[src/rtl/ycmd_pkg.sv]
`timescale 1ns / 1ps

package ycmd_pkg;

    localparam int unsigned EXP_TABLE_DEPTH_DEF = 256;

    localparam int HEADING_W   = 15;
    localparam int ERR_W       = 16;
    localparam int GAIN_W      = 15;
    localparam int LIMIT_W     = 14;
    localparam int RATE_W      = 15;
    localparam int SPEED_W     = 16;
    localparam int DECAY_W     = 16;
    localparam int SQ_W        = 2 * LIMIT_W;
    localparam int X_W         = DECAY_W + SQ_W;
    localparam int IDX_W       = 14;
    localparam int EXP_W       = 13;
    localparam int CFG_INDEX_W = 3;
    localparam int CFG_DATA_W  = 16;

    localparam logic signed [ERR_W-1:0] PI_Q     = 16'sd12868;
    localparam logic signed [ERR_W-1:0] NEG_PI_Q = -16'sd12868;
    localparam logic signed [ERR_W-1:0] TWO_PI_Q = 16'sd25736;

    localparam logic [63:0] EXP_STEP_K = 64'd1040706261;

    localparam logic [GAIN_W-1:0]  YAW_GAIN_RST       = 15'd14746;
    localparam logic [LIMIT_W-1:0] YAW_RATE_LIMIT_RST = 14'd8042;

    localparam logic [CFG_INDEX_W-1:0] REG_YAW_GAIN        = 3'd0;
    localparam logic [CFG_INDEX_W-1:0] REG_YAW_RATE_LIMIT  = 3'd1;
    localparam logic [CFG_INDEX_W-1:0] REG_SPEED_AMPLITUDE = 3'd2;
    localparam logic [CFG_INDEX_W-1:0] REG_SPEED_DECAY     = 3'd3;
    localparam logic [CFG_INDEX_W-1:0] REG_SPEED_OFFSET    = 3'd4;

    typedef struct packed {
        logic signed [RATE_W-1:0] rate;
        logic [LIMIT_W-1:0]       mag;
        logic                     clamped;
    } rate_item_t;

    typedef struct packed {
        logic signed [SPEED_W-1:0] amplitude;
        logic [DECAY_W-1:0]        decay;
        logic signed [SPEED_W-1:0] offset;
    } speed_cfg_t;

    // Entry i holds exp(-i/32) in Q.12, built by repeated fixed-point steps.
    function automatic logic [EXP_W-1:0] exp_entry(input int unsigned idx);
        logic [63:0] v;
        logic [63:0] r;
        v = 64'd1 << 30;
        for (int unsigned k = 0; k < idx; k++)
        begin
            v = (v * EXP_STEP_K + (64'd1 << 29)) >> 30;
        end
        r = (v + (64'd1 << 17)) >> 18;
        return r[EXP_W-1:0];
    endfunction

endpackage

[src/rtl/ycmd_rate.sv]
`timescale 1ns / 1ps

module ycmd_rate (
    input  logic                                  clk,
    input  logic                                  rst_n,
    input  logic [ycmd_pkg::GAIN_W-1:0]           gain,
    input  logic [ycmd_pkg::LIMIT_W-1:0]          limit,
    input  logic                                  in_valid,
    output logic                                  in_ready,
    input  logic signed [ycmd_pkg::HEADING_W-1:0] target,
    input  logic signed [ycmd_pkg::HEADING_W-1:0] measured,
    output logic                                  out_valid,
    input  logic                                  out_ready,
    output ycmd_pkg::rate_item_t                  out_item
);

    logic v1_reg, v2_reg, v3_reg;
    logic ready1, ready2, ready3;

    logic signed [ycmd_pkg::ERR_W-1:0] diff;
    logic signed [ycmd_pkg::ERR_W-1:0] err_next, err_reg;
    logic signed [ycmd_pkg::ERR_W-1:0] gain_s;
    logic signed [31:0]                prod_next, prod_reg;
    logic                              neg;
    logic [31:0]                       abs_p;
    logic [31:0]                       abs_sum;
    logic [17:0]                       rnd;
    logic                              clamp;
    logic [ycmd_pkg::LIMIT_W-1:0]      mag;
    ycmd_pkg::rate_item_t              item_next, item_reg;

    assign ready3   = !v3_reg || out_ready;
    assign ready2   = !v2_reg || ready3;
    assign ready1   = !v1_reg || ready2;
    assign in_ready = ready1;

    always_comb
    begin
        diff = {target[ycmd_pkg::HEADING_W-1], target}
             - {measured[ycmd_pkg::HEADING_W-1], measured};
        if (diff < ycmd_pkg::NEG_PI_Q)
        begin
            err_next = diff + ycmd_pkg::TWO_PI_Q;
        end
        else if (diff > ycmd_pkg::PI_Q)
        begin
            err_next = diff - ycmd_pkg::TWO_PI_Q;
        end
        else
        begin
            err_next = diff;
        end
    end

    assign gain_s    = {1'b0, gain};
    assign prod_next = gain_s * err_reg;

    always_comb
    begin
        neg     = prod_reg[31];
        abs_p   = neg ? 32'(-prod_reg) : 32'(prod_reg);
        abs_sum = abs_p + 32'd8192;
        rnd     = abs_sum[31:14];
        clamp   = rnd > {4'b0, limit};
        mag     = clamp ? limit : rnd[ycmd_pkg::LIMIT_W-1:0];
        item_next.mag     = mag;
        item_next.clamped = clamp;
        item_next.rate    = neg ? -$signed({1'b0, mag}) : $signed({1'b0, mag});
    end

    always_ff @(posedge clk or negedge rst_n)
    begin
        if (!rst_n)
        begin
            v1_reg <= 1'b0;
            v2_reg <= 1'b0;
            v3_reg <= 1'b0;
        end
        else
        begin
            if (ready1)
            begin
                v1_reg <= in_valid;
            end
            if (ready2)
            begin
                v2_reg <= v1_reg;
            end
            if (ready3)
            begin
                v3_reg <= v2_reg;
            end
        end
    end

    always_ff @(posedge clk)
    begin
        if (ready1 && in_valid)
        begin
            err_reg <= err_next;
        end
        if (ready2 && v1_reg)
        begin
            prod_reg <= prod_next;
        end
        if (ready3 && v2_reg)
        begin
            item_reg <= item_next;
        end
    end

    assign out_valid = v3_reg;
    assign out_item  = item_reg;

endmodule

[src/rtl/ycmd_exp_rom.sv]
`timescale 1ns / 1ps

module ycmd_exp_rom #(
    parameter int unsigned DEPTH  = ycmd_pkg::EXP_TABLE_DEPTH_DEF,
    parameter int unsigned ADDR_W = $clog2(DEPTH)
) (
    input  logic                       clk,
    input  logic                       en,
    input  logic                       hit,
    input  logic [ADDR_W-1:0]          addr,
    output logic [ycmd_pkg::EXP_W-1:0] data
);

    logic [ycmd_pkg::EXP_W-1:0] rom_table [DEPTH];
    logic [ycmd_pkg::EXP_W-1:0] data_reg;

    for (genvar g = 0; g < DEPTH; g++)
    begin : g_rom
        assign rom_table[g] = ycmd_pkg::exp_entry(g);
    end

    always_ff @(posedge clk)
    begin
        if (en)
        begin
            data_reg <= hit ? rom_table[addr] : '0;
        end
    end

    assign data = data_reg;

endmodule

[src/rtl/ycmd_speed.sv]
`timescale 1ns / 1ps

module ycmd_speed #(
    parameter int unsigned EXP_TABLE_DEPTH = ycmd_pkg::EXP_TABLE_DEPTH_DEF
) (
    input  logic                                clk,
    input  logic                                rst_n,
    input  ycmd_pkg::speed_cfg_t                cfg,
    input  logic                                in_valid,
    output logic                                in_ready,
    input  ycmd_pkg::rate_item_t                in_item,
    output logic                                out_valid,
    input  logic                                out_ready,
    output logic signed [ycmd_pkg::SPEED_W-1:0] speed,
    output ycmd_pkg::rate_item_t                out_item
);

    localparam int unsigned ADDR_W = $clog2(EXP_TABLE_DEPTH);
    localparam logic [ycmd_pkg::IDX_W-1:0] DEPTH_V = ycmd_pkg::IDX_W'(EXP_TABLE_DEPTH);

    logic v4_reg, v5_reg, v6_reg, v7_reg, v8_reg;
    logic ready4, ready5, ready6, ready7, ready8;

    ycmd_pkg::rate_item_t item4_reg, item5_reg, item6_reg, item7_reg, item8_reg;

    logic [ycmd_pkg::SQ_W-1:0]  sq_next, sq_reg;
    logic [ycmd_pkg::X_W-1:0]   x_next, x_reg;
    logic [ycmd_pkg::X_W:0]     x_sum;
    logic [ycmd_pkg::IDX_W-1:0] idx;
    logic                       hit;
    logic [ADDR_W-1:0]          addr;
    logic [ycmd_pkg::EXP_W-1:0] e_val;
    logic signed [ycmd_pkg::EXP_W:0] e_s;
    logic signed [29:0]         p_next, p_reg;
    logic                       neg;
    logic [29:0]                abs_p;
    logic [29:0]                abs_sum;
    logic [17:0]                rnd;
    logic signed [18:0]         total;
    logic signed [ycmd_pkg::SPEED_W-1:0] speed_next, speed_reg;

    assign ready8   = !v8_reg || out_ready;
    assign ready7   = !v7_reg || ready8;
    assign ready6   = !v6_reg || ready7;
    assign ready5   = !v5_reg || ready6;
    assign ready4   = !v4_reg || ready5;
    assign in_ready = ready4;

    assign sq_next = in_item.mag * in_item.mag;
    assign x_next  = cfg.decay * sq_reg;

    always_comb
    begin
        x_sum = {1'b0, x_reg} + (ycmd_pkg::X_W + 1)'(64'd1 << 30);
        idx   = x_sum[ycmd_pkg::X_W:31];
        hit   = idx < DEPTH_V;
        addr  = hit ? idx[ADDR_W-1:0] : '0;
    end

    ycmd_exp_rom #(
        .DEPTH (EXP_TABLE_DEPTH)
    ) u_rom (
        .clk  (clk),
        .en   (ready6 && v5_reg),
        .hit  (hit),
        .addr (addr),
        .data (e_val)
    );

    assign e_s    = {1'b0, e_val};
    assign p_next = cfg.amplitude * e_s;

    always_comb
    begin
        neg     = p_reg[29];
        abs_p   = neg ? 30'(-p_reg) : 30'(p_reg);
        abs_sum = abs_p + 30'd2048;
        rnd     = abs_sum[29:12];
        total   = (neg ? -$signed({1'b0, rnd}) : $signed({1'b0, rnd}))
                + 19'(cfg.offset);
        if (total > 19'sd32767)
        begin
            speed_next = 16'sh7FFF;
        end
        else if (total < -19'sd32768)
        begin
            speed_next = 16'sh8000;
        end
        else
        begin
            speed_next = total[ycmd_pkg::SPEED_W-1:0];
        end
    end

    always_ff @(posedge clk or negedge rst_n)
    begin
        if (!rst_n)
        begin
            v4_reg <= 1'b0;
            v5_reg <= 1'b0;
            v6_reg <= 1'b0;
            v7_reg <= 1'b0;
            v8_reg <= 1'b0;
        end
        else
        begin
            if (ready4)
            begin
                v4_reg <= in_valid;
            end
            if (ready5)
            begin
                v5_reg <= v4_reg;
            end
            if (ready6)
            begin
                v6_reg <= v5_reg;
            end
            if (ready7)
            begin
                v7_reg <= v6_reg;
            end
            if (ready8)
            begin
                v8_reg <= v7_reg;
            end
        end
    end

    always_ff @(posedge clk)
    begin
        if (ready4 && in_valid)
        begin
            item4_reg <= in_item;
            sq_reg    <= sq_next;
        end
        if (ready5 && v4_reg)
        begin
            item5_reg <= item4_reg;
            x_reg     <= x_next;
        end
        if (ready6 && v5_reg)
        begin
            item6_reg <= item5_reg;
        end
        if (ready7 && v6_reg)
        begin
            item7_reg <= item6_reg;
            p_reg     <= p_next;
        end
        if (ready8 && v7_reg)
        begin
            item8_reg <= item7_reg;
            speed_reg <= speed_next;
        end
    end

    assign out_valid = v8_reg;
    assign out_item  = item8_reg;
    assign speed     = speed_reg;

endmodule

[src/rtl/yaw_rate_speed_command_unit.sv]
`timescale 1ns / 1ps

// Proportional yaw controller with a Gaussian forward-speed law. The block
// accepts one heading pair per clock while the output side does not stall
// and returns one result per pair. It is built as an eight-stage pipeline:
// heading error and wrap, gain multiply, rounding and clamp, rate squared,
// decay multiply, exponential table read, amplitude multiply, and rounding
// with offset and saturation. Any empty stage lets the pipeline take a new
// transfer, so s_tready stays high whenever the output register is empty or
// being drained. Registers are written through the cfg port, which is always
// ready, and must only be written while no item is in flight.

module yaw_rate_speed_command_unit #(
    parameter int unsigned EXP_TABLE_DEPTH = ycmd_pkg::EXP_TABLE_DEPTH_DEF
) (
    input  logic                                clk,
    input  logic                                rst_n,
    input  logic                                s_tvalid,
    output logic                                s_tready,
    // target_heading [14:0], measured_heading [29:15], zero [31:30]
    input  logic [31:0]                         s_tdata,
    output logic                                m_tvalid,
    input  logic                                m_tready,
    // forward_speed [15:0], yaw_rate_cmd [30:16], zero [31]
    output logic [31:0]                         m_tdata,
    // rate_clamped [0]
    output logic                                m_tuser,
    input  logic                                cfg_valid,
    output logic                                cfg_ready,
    input  logic [ycmd_pkg::CFG_INDEX_W-1:0]    cfg_index,
    input  logic [ycmd_pkg::CFG_DATA_W-1:0]     cfg_data
);

    logic [ycmd_pkg::GAIN_W-1:0]  yaw_gain_reg;
    logic [ycmd_pkg::LIMIT_W-1:0] yaw_rate_limit_reg;
    ycmd_pkg::speed_cfg_t         speed_cfg_reg;

    logic                 mid_valid;
    logic                 mid_ready;
    ycmd_pkg::rate_item_t mid_item;
    ycmd_pkg::rate_item_t out_item;
    logic signed [ycmd_pkg::SPEED_W-1:0] forward_speed;

    assign cfg_ready = 1'b1;

    always_ff @(posedge clk or negedge rst_n)
    begin
        if (!rst_n)
        begin
            yaw_gain_reg            <= ycmd_pkg::YAW_GAIN_RST;
            yaw_rate_limit_reg      <= ycmd_pkg::YAW_RATE_LIMIT_RST;
            speed_cfg_reg.amplitude <= '0;
            speed_cfg_reg.decay     <= '0;
            speed_cfg_reg.offset    <= '0;
        end
        else if (cfg_valid && cfg_ready)
        begin
            case (cfg_index)
                ycmd_pkg::REG_YAW_GAIN:
                    yaw_gain_reg <= cfg_data[ycmd_pkg::GAIN_W-1:0];
                ycmd_pkg::REG_YAW_RATE_LIMIT:
                    yaw_rate_limit_reg <= cfg_data[ycmd_pkg::LIMIT_W-1:0];
                ycmd_pkg::REG_SPEED_AMPLITUDE:
                    speed_cfg_reg.amplitude <= cfg_data;
                ycmd_pkg::REG_SPEED_DECAY:
                    speed_cfg_reg.decay <= cfg_data;
                ycmd_pkg::REG_SPEED_OFFSET:
                    speed_cfg_reg.offset <= cfg_data;
                default:
                begin
                end
            endcase
        end
    end

    ycmd_rate u_rate (
        .clk       (clk),
        .rst_n     (rst_n),
        .gain      (yaw_gain_reg),
        .limit     (yaw_rate_limit_reg),
        .in_valid  (s_tvalid),
        .in_ready  (s_tready),
        .target    (s_tdata[14:0]),
        .measured  (s_tdata[29:15]),
        .out_valid (mid_valid),
        .out_ready (mid_ready),
        .out_item  (mid_item)
    );

    ycmd_speed #(
        .EXP_TABLE_DEPTH (EXP_TABLE_DEPTH)
    ) u_speed (
        .clk       (clk),
        .rst_n     (rst_n),
        .cfg       (speed_cfg_reg),
        .in_valid  (mid_valid),
        .in_ready  (mid_ready),
        .in_item   (mid_item),
        .out_valid (m_tvalid),
        .out_ready (m_tready),
        .speed     (forward_speed),
        .out_item  (out_item)
    );

    assign m_tdata = {1'b0, out_item.rate, forward_speed};
    assign m_tuser = out_item.clamped;

    a_ready_when_empty: assert property (@(posedge clk) disable iff (!rst_n)
        !m_tvalid |-> s_tready)
        else $error("input stalled while the output stage is empty");

    a_rate_in_range: assert property (@(posedge clk) disable iff (!rst_n)
        m_tvalid |-> m_tdata[30:16] != 15'h4000)
        else $error("yaw rate command beyond the limit range");

endmodule
[config.mk]
export PLATFORM = sky130hd
export DESIGN_NAME = yaw_rate_speed_command_unit
export DESIGN_NICKNAME = d
export VERILOG_FILES = /design/src/rtl/ycmd_pkg.sv /design/src/rtl/ycmd_rate.sv /design/src/rtl/ycmd_exp_rom.sv /design/src/rtl/ycmd_speed.sv /design/src/rtl/yaw_rate_speed_command_unit.sv
export SDC_FILE = /design/constraint.sdc
export NUM_CORES = 2
export LEC_CHECK = 0
export ABC_CLOCK_PERIOD_IN_PS = 18000
export BUFFER_PORTS_ARGS = -buffer_cell sky130_fd_sc_hd__buf_2
export CORE_ASPECT_RATIO = 0.5
export CORE_MARGIN = 2
export CORE_UTILIZATION = 52
export DETAILED_ROUTE_END_ITERATION = 10
export PLACE_DENSITY = 0.68
export SETUP_SLACK_MARGIN = 0.02
export SLEW_MARGIN = 20
export SYNTH_ARGS = -nofsm -noshare
export SYNTH_HDL_FRONTEND = slang
export SYNTH_HIERARCHICAL = 1
export SYNTH_SLANG_ARGS = --single-unit
[constraint.sdc]
create_clock -name clk -period 18 [get_ports clk]
set_clock_uncertainty 0.1 [all_clocks]
set_input_delay 3.6 -clock clk [delete_from_list [all_inputs] [get_ports clk]]
set_output_delay 3.6 -clock clk [all_outputs]
set_load 0.005 [all_outputs]
### Yosys cells after proc, flatten, opt, wreduce, memory -nomap -nowiden

Memories as Yosys holds them, arrays and structs flattened. A register that Yosys moved wholly into a read port is not among the register bits.
Cells that the tools add are included.

| storage, ports and cells | value |
|---|---|
| flip-flop bits (word level) | 361 |
| bits in read-only memories | 3,328 |
| output and inout port bits | 36 |
| word-level logic and storage cells | 100 |
| memories | 1 |

| cells by class | value |
|---|---|
| $add $sub $neg | 11 |
| multiply operators | 4 |
| order comparisons | 6 |
| eq/ne operators | 4 |
| multiplexer cells | 9 |
| bitwise logic cells | 1 |
| reductions and logical operators | 31 |

Memories:

| name | words | width | read ports | clocked after memory_dff | write ports | line | source |
|---|---|---|---|---|---|---|---|
| (name not given) | 256 | 13 | 1 | 1 | 0 | ycmd_exp_rom.sv:26 | `data_reg <= hit ? rom_table[addr] : '0;` |

Operators with widths:

| kind | number |
|---|---|
| two-way mux 16 bit | 3 |
| adder 44 x 31 -> 45 bit, second input constant | 1 |
| multiplier 16 x 28 -> 44 bit | 1 |
| adder 32 x 14 -> 32 bit, second input constant | 1 |
| multiplier 16 x 16 -> 32 bit | 1 |
| two-way mux 32 bit | 1 |
| negation 32 bit | 1 |
| adder 30 x 12 -> 30 bit, second input constant | 1 |
| multiplier 16 x 14 -> 30 bit | 1 |
| two-way mux 30 bit | 1 |
| negation 30 bit | 1 |
| multiplier 14 x 14 -> 28 bit | 1 |
| two-way mux 14 bit | 2 |
| adder 19 x 16 -> 19 bit | 1 |
| > comparator 19 x 16 -> 1 bit, second input constant | 1 |
| less-than comparator 19 x 16 -> 1 bit, second input constant | 1 |
| two-way mux 19 bit | 1 |
| negation 18 -> 19 bit | 1 |
| > comparator 18 x 14 -> 1 bit | 1 |
| adder 16 bit, second input constant | 1 |
| > comparator 16 x 15 -> 1 bit, second input constant | 1 |
| less-than comparator 16 x 15 -> 1 bit, second input constant | 1 |
| subtractor 15 x 15 -> 16 bit | 1 |
| subtractor 16 bit, second input constant | 1 |
| other kinds (12) | 39 |

### Depth between registers and ports, before layout

| logic depth | value |
|---|---|
| depth in word-level cells | 10 |
| gate-level depth with buffers | 32 |

### Cells and area by module

Netlist, hierarchy kept.

Modules (own cells, without submodules):

| module | instances | cells an instance | area each (um^2) | sequential area each (um^2) |
|---|---|---|---|---|
| ycmd_speed | 1 | 3,561 | 36,232.2 | 7,211.9 |
| ycmd_rate | 1 | 1,563 | 14,222.4 | 2,387.3 |
| yaw_rate_speed_command_unit | 1 | 171 | 3,064.2 | 1,948.1 |
| ycmd_exp_rom | 1 | 428 | 3,025.4 | 390.4 |

### Worst setup path before layout

No wires, ideal clock.

| timing path | value |
|---|---|
| kind | input port to output port |
| start | in m_tready |
| end | out s_tready |
| arrival time | 4.357 ns |
| data required time | 14.300 ns |
| path slack | 9.943 ns |
| cell stages on the path | 6 |
| path buffers | 0 |
| cell sequence | nor2b_1 -> nand4_1 -> inv_1 -> nand2_1 -> nor2b_1 -> nand3_1 |

| on the way | value |
|---|---|
| longest elaborated chain between the ends | 8 |

RTL lines:

| item | line | source |
|---|---|---|
| start, declared | yaw_rate_speed_command_unit.sv:23 | `input logic m_tready,` |
| logical OR 1 bit | ycmd_speed.sv:42 | `assign ready8 = !v8_reg \|\| out_ready;` |
| logical OR 1 bit | ycmd_speed.sv:43 | `assign ready7 = !v7_reg \|\| ready8;` |
| logical OR 1 bit | ycmd_speed.sv:44 | `assign ready6 = !v6_reg \|\| ready7;` |
| logical OR 1 bit | ycmd_speed.sv:45 | `assign ready5 = !v5_reg \|\| ready6;` |
| logical OR 1 bit | ycmd_speed.sv:46 | `assign ready4 = !v4_reg \|\| ready5;` |
| net mid_ready | yaw_rate_speed_command_unit.sv:39 | `logic mid_ready;` |
| logical OR 1 bit | ycmd_rate.sv:32 | `assign ready3 = !v3_reg \|\| out_ready;` |
| logical OR 1 bit | ycmd_rate.sv:33 | `assign ready2 = !v2_reg \|\| ready3;` |
| logical OR 1 bit | ycmd_rate.sv:34 | `assign ready1 = !v1_reg \|\| ready2;` |
| end, declared | yaw_rate_speed_command_unit.sv:19 | `output logic s_tready,` |

The timed path passes the listed nets, and every way through them passes these cells.

### Worst setup path after layout

Same ends and word-level chain as after synthesis.

==> summary.txt <==
=================================================================================
Placer Congestion ..................................................        0.959
Maximum Capacitance Violations .....................................            0
Crit path cell chain ............................................... buf_2 > nor2b_1 > nand4_1 > inv_1 > nand2_1 > nor2b_1 > nand3_1 > buf_2
Measured slew at the worst slew-check pin ..........................      1080 ps
Number of clock sinks seen by CTS ..................................          342
Crit path required time ............................................     14300 ps
Routed len/inst ....................................................      19.6 µm
Clock Tree Root .................................................... sky130_fd_sc_hd__clkbuf_16
Post-synthesis to final-layout area growth .........................        5.04%
Data arrival time of the critical path .............................      4910 ps
Vertical die dimension .............................................       233 µm
Avg Inst Size Synth ................................................     9.63 µm²
Largest register FFs ...............................................           48
Grt total ovfl .....................................................            0
Post-CTS resize count ..............................................            0
Delay of the slowest cell on the worst path ........................       380 ps
Share of cells above drive strength 1 ..............................        6.26%
CP max FO ..........................................................            5
Number of pins with negative max-slew slack in the final report ....            0
Clock network latency to the later pin of the worst-skew pair ......       600 ps
Core Footprint .....................................................   103000 µm²
CTS H-tree lvls ....................................................            2
Standard cell with the maximum stage delay on the critical path .... sky130_fd_sc_hd__nor2b_1
Wire length of the first global-routing pass .......................    222000 µm
Initial detailed-routing violation count ...........................         2847
Post-synthesis instance area .......................................    54500 µm²
Number of buffers added by the clock tree synthesis step ...........           38
Worst slew margin relative to its limit ............................        27.6%
Effective utilization at floorplan .................................        52.8%
TritonCTS clock tree ...............................................        built
Pre-CTS setup slack ................................................      9410 ps
Fill count .........................................................         9113
Class of the most critical hold timing path ........................ register to register
DRC violation count after routing ..................................            0
Yosys Warn Count ...................................................            6
Number of cells in the design after placement ......................         6921
Antenna-violating nets left ........................................            0
Die Footprint ......................................................   108000 µm²
Number of antenna violations at the first check in global routing ..           12
Capturing element type of the critical path ........................  output port
Critical path startpoint category ..................................   input port
Family with the most delay on the worst path ....................... simple AND/OR/NAND/NOR gates
Flop2flop setup slack ..............................................      9770 ps
CTS Hold Bufs ......................................................            0
Final Cycle Share ..................................................        47.8%
Post CTS Setup Buffer Count ........................................            0
Setup TNS ..........................................................         0 ps
Final Non-Filler Cells .............................................         7012
Vias in the first global route .....................................        42.2k
Final setup margin .................................................      9390 ps
Unrepaired setup endpoints after global routing ....................        false
Peak clock frequency supported by timing ...........................    0.116 GHz
Dpl hpwl ...........................................................    103000 µm
Global router's overall resource usage .............................        26.2%
Number of buffer and inverter instances along the worst setup path .            3
Minimum clock period ...............................................      8610 ps
Buffer depth of the longest clock path .............................            3
Final count of hold timing violations ..............................            0
Count of input and output buffers ..................................           87
Final routed wirelength across all metal layers ....................    137000 µm
First drt pass iteration count .....................................           10
Die outline width ..................................................       462 µm
Average vias per placed instance ...................................         5.65
FP Rows ............................................................           83
Number of I/O pins .................................................           92
Syn Inst Count .....................................................         5654
Setup-violating endpoint count in the final report .................            0
Type of the setup path with the least slack ........................ input port to output port
Result of the run .................................................. finished clean
# nets final .......................................................         6946
Clk slew on worst S/H paths ........................................        80 ps
Pin count of the biggest net entering global routing ...............           63
Vias after detailed routing ........................................        39.6k
=================================================================================
==> path summary, 6_finish.rpt <==
| path | startpoint | end | depth (start not counted) |
|---|---|---|---|
| max | m_tready | s_tready | 8 |
| min reg2reg | u_speed/item7_reg[16] | u_speed/out_item[16] | 0 |
| max reg2reg | u_rate/prod_reg[7] | u_rate/out_item[29] | 24 |
| max in group asynchronous | rst_n | speed_cfg_reg[27] | 2 |
| min | u_speed/item7_reg[16] | u_speed/out_item[16] | 0 |
| min in group asynchronous | rst_n | u_speed/out_valid | 1 |
==> layout make-up <==
| class | instances | area, µm² | share of cell area (%) |
|---|---|---|---|
| multi-input combinational | 4037 | 39700 | 69.4 |
| antenna | 20 | 50.0 | 0.0875 |
| timing repair buffer | 129 | 757 | 1.32 |
| sequential | 342 | 9870 | 17.2 |
| clock inverter | 23 | 262 | 0.457 |
| tap | 1402 | 1750 | 3.07 |
| inverter | 1012 | 3800 | 6.64 |
| clock buffer | 47 | 1020 | 1.78 |
==> routing by layer <==
metal	vias up	part of all wire [%]	GRT usage, %
li1	18000	-	-
met1	20100	42	33.9
met2	1310	48	44.5
met3	239	7.7	5.62
met4	4	2.7	7.14
met5	-	0.021	0
==> placed cells by master (no fill, tap or decap), types with 38 or more instances in the layout <==
master,n
sky130_fd_sc_hd__and2_1,426
sky130_fd_sc_hd__fa_1,852
sky130_fd_sc_hd__xor2_1,67
sky130_fd_sc_hd__buf_4,42
sky130_fd_sc_hd__a21o_1,72
sky130_fd_sc_hd__buf_2,86
sky130_fd_sc_hd__nor2b_1,49
sky130_fd_sc_hd__clkbuf_16,39
sky130_fd_sc_hd__nand2_1,666
sky130_fd_sc_hd__o21ai_0,107
sky130_fd_sc_hd__a31oi_1,38
sky130_fd_sc_hd__ha_1,478
sky130_fd_sc_hd__xnor2_1,143
sky130_fd_sc_hd__nor3_1,53
sky130_fd_sc_hd__edfxtp_1,257
sky130_fd_sc_hd__nand3_1,75
sky130_fd_sc_hd__nand2b_1,61
sky130_fd_sc_hd__a21oi_1,163
sky130_fd_sc_hd__mux2_2,55
sky130_fd_sc_hd__dfrtp_1,65
sky130_fd_sc_hd__nor2_1,156
sky130_fd_sc_hd__inv_1,1010
==> per-stage QoR <==
| step | utilization (%) | hold WS [ps] | instance area, µm² |
|---|---|---|---|
| after floorplan | - | 300 | 54500 |
| after global placement | 54.1 | 305 | 55900 |
| after detailed placement | 54.1 | 305 | 55900 |
| after CTS | 55.4 | 320 | 57200 |
| after global routing | 55.4 | 325 | 57200 |
| final | 55.4 | 315 | 57200 |
Power is not shown: default switching activity piles up to over one toggle a cycle in this logic, so the estimate is an artifact.
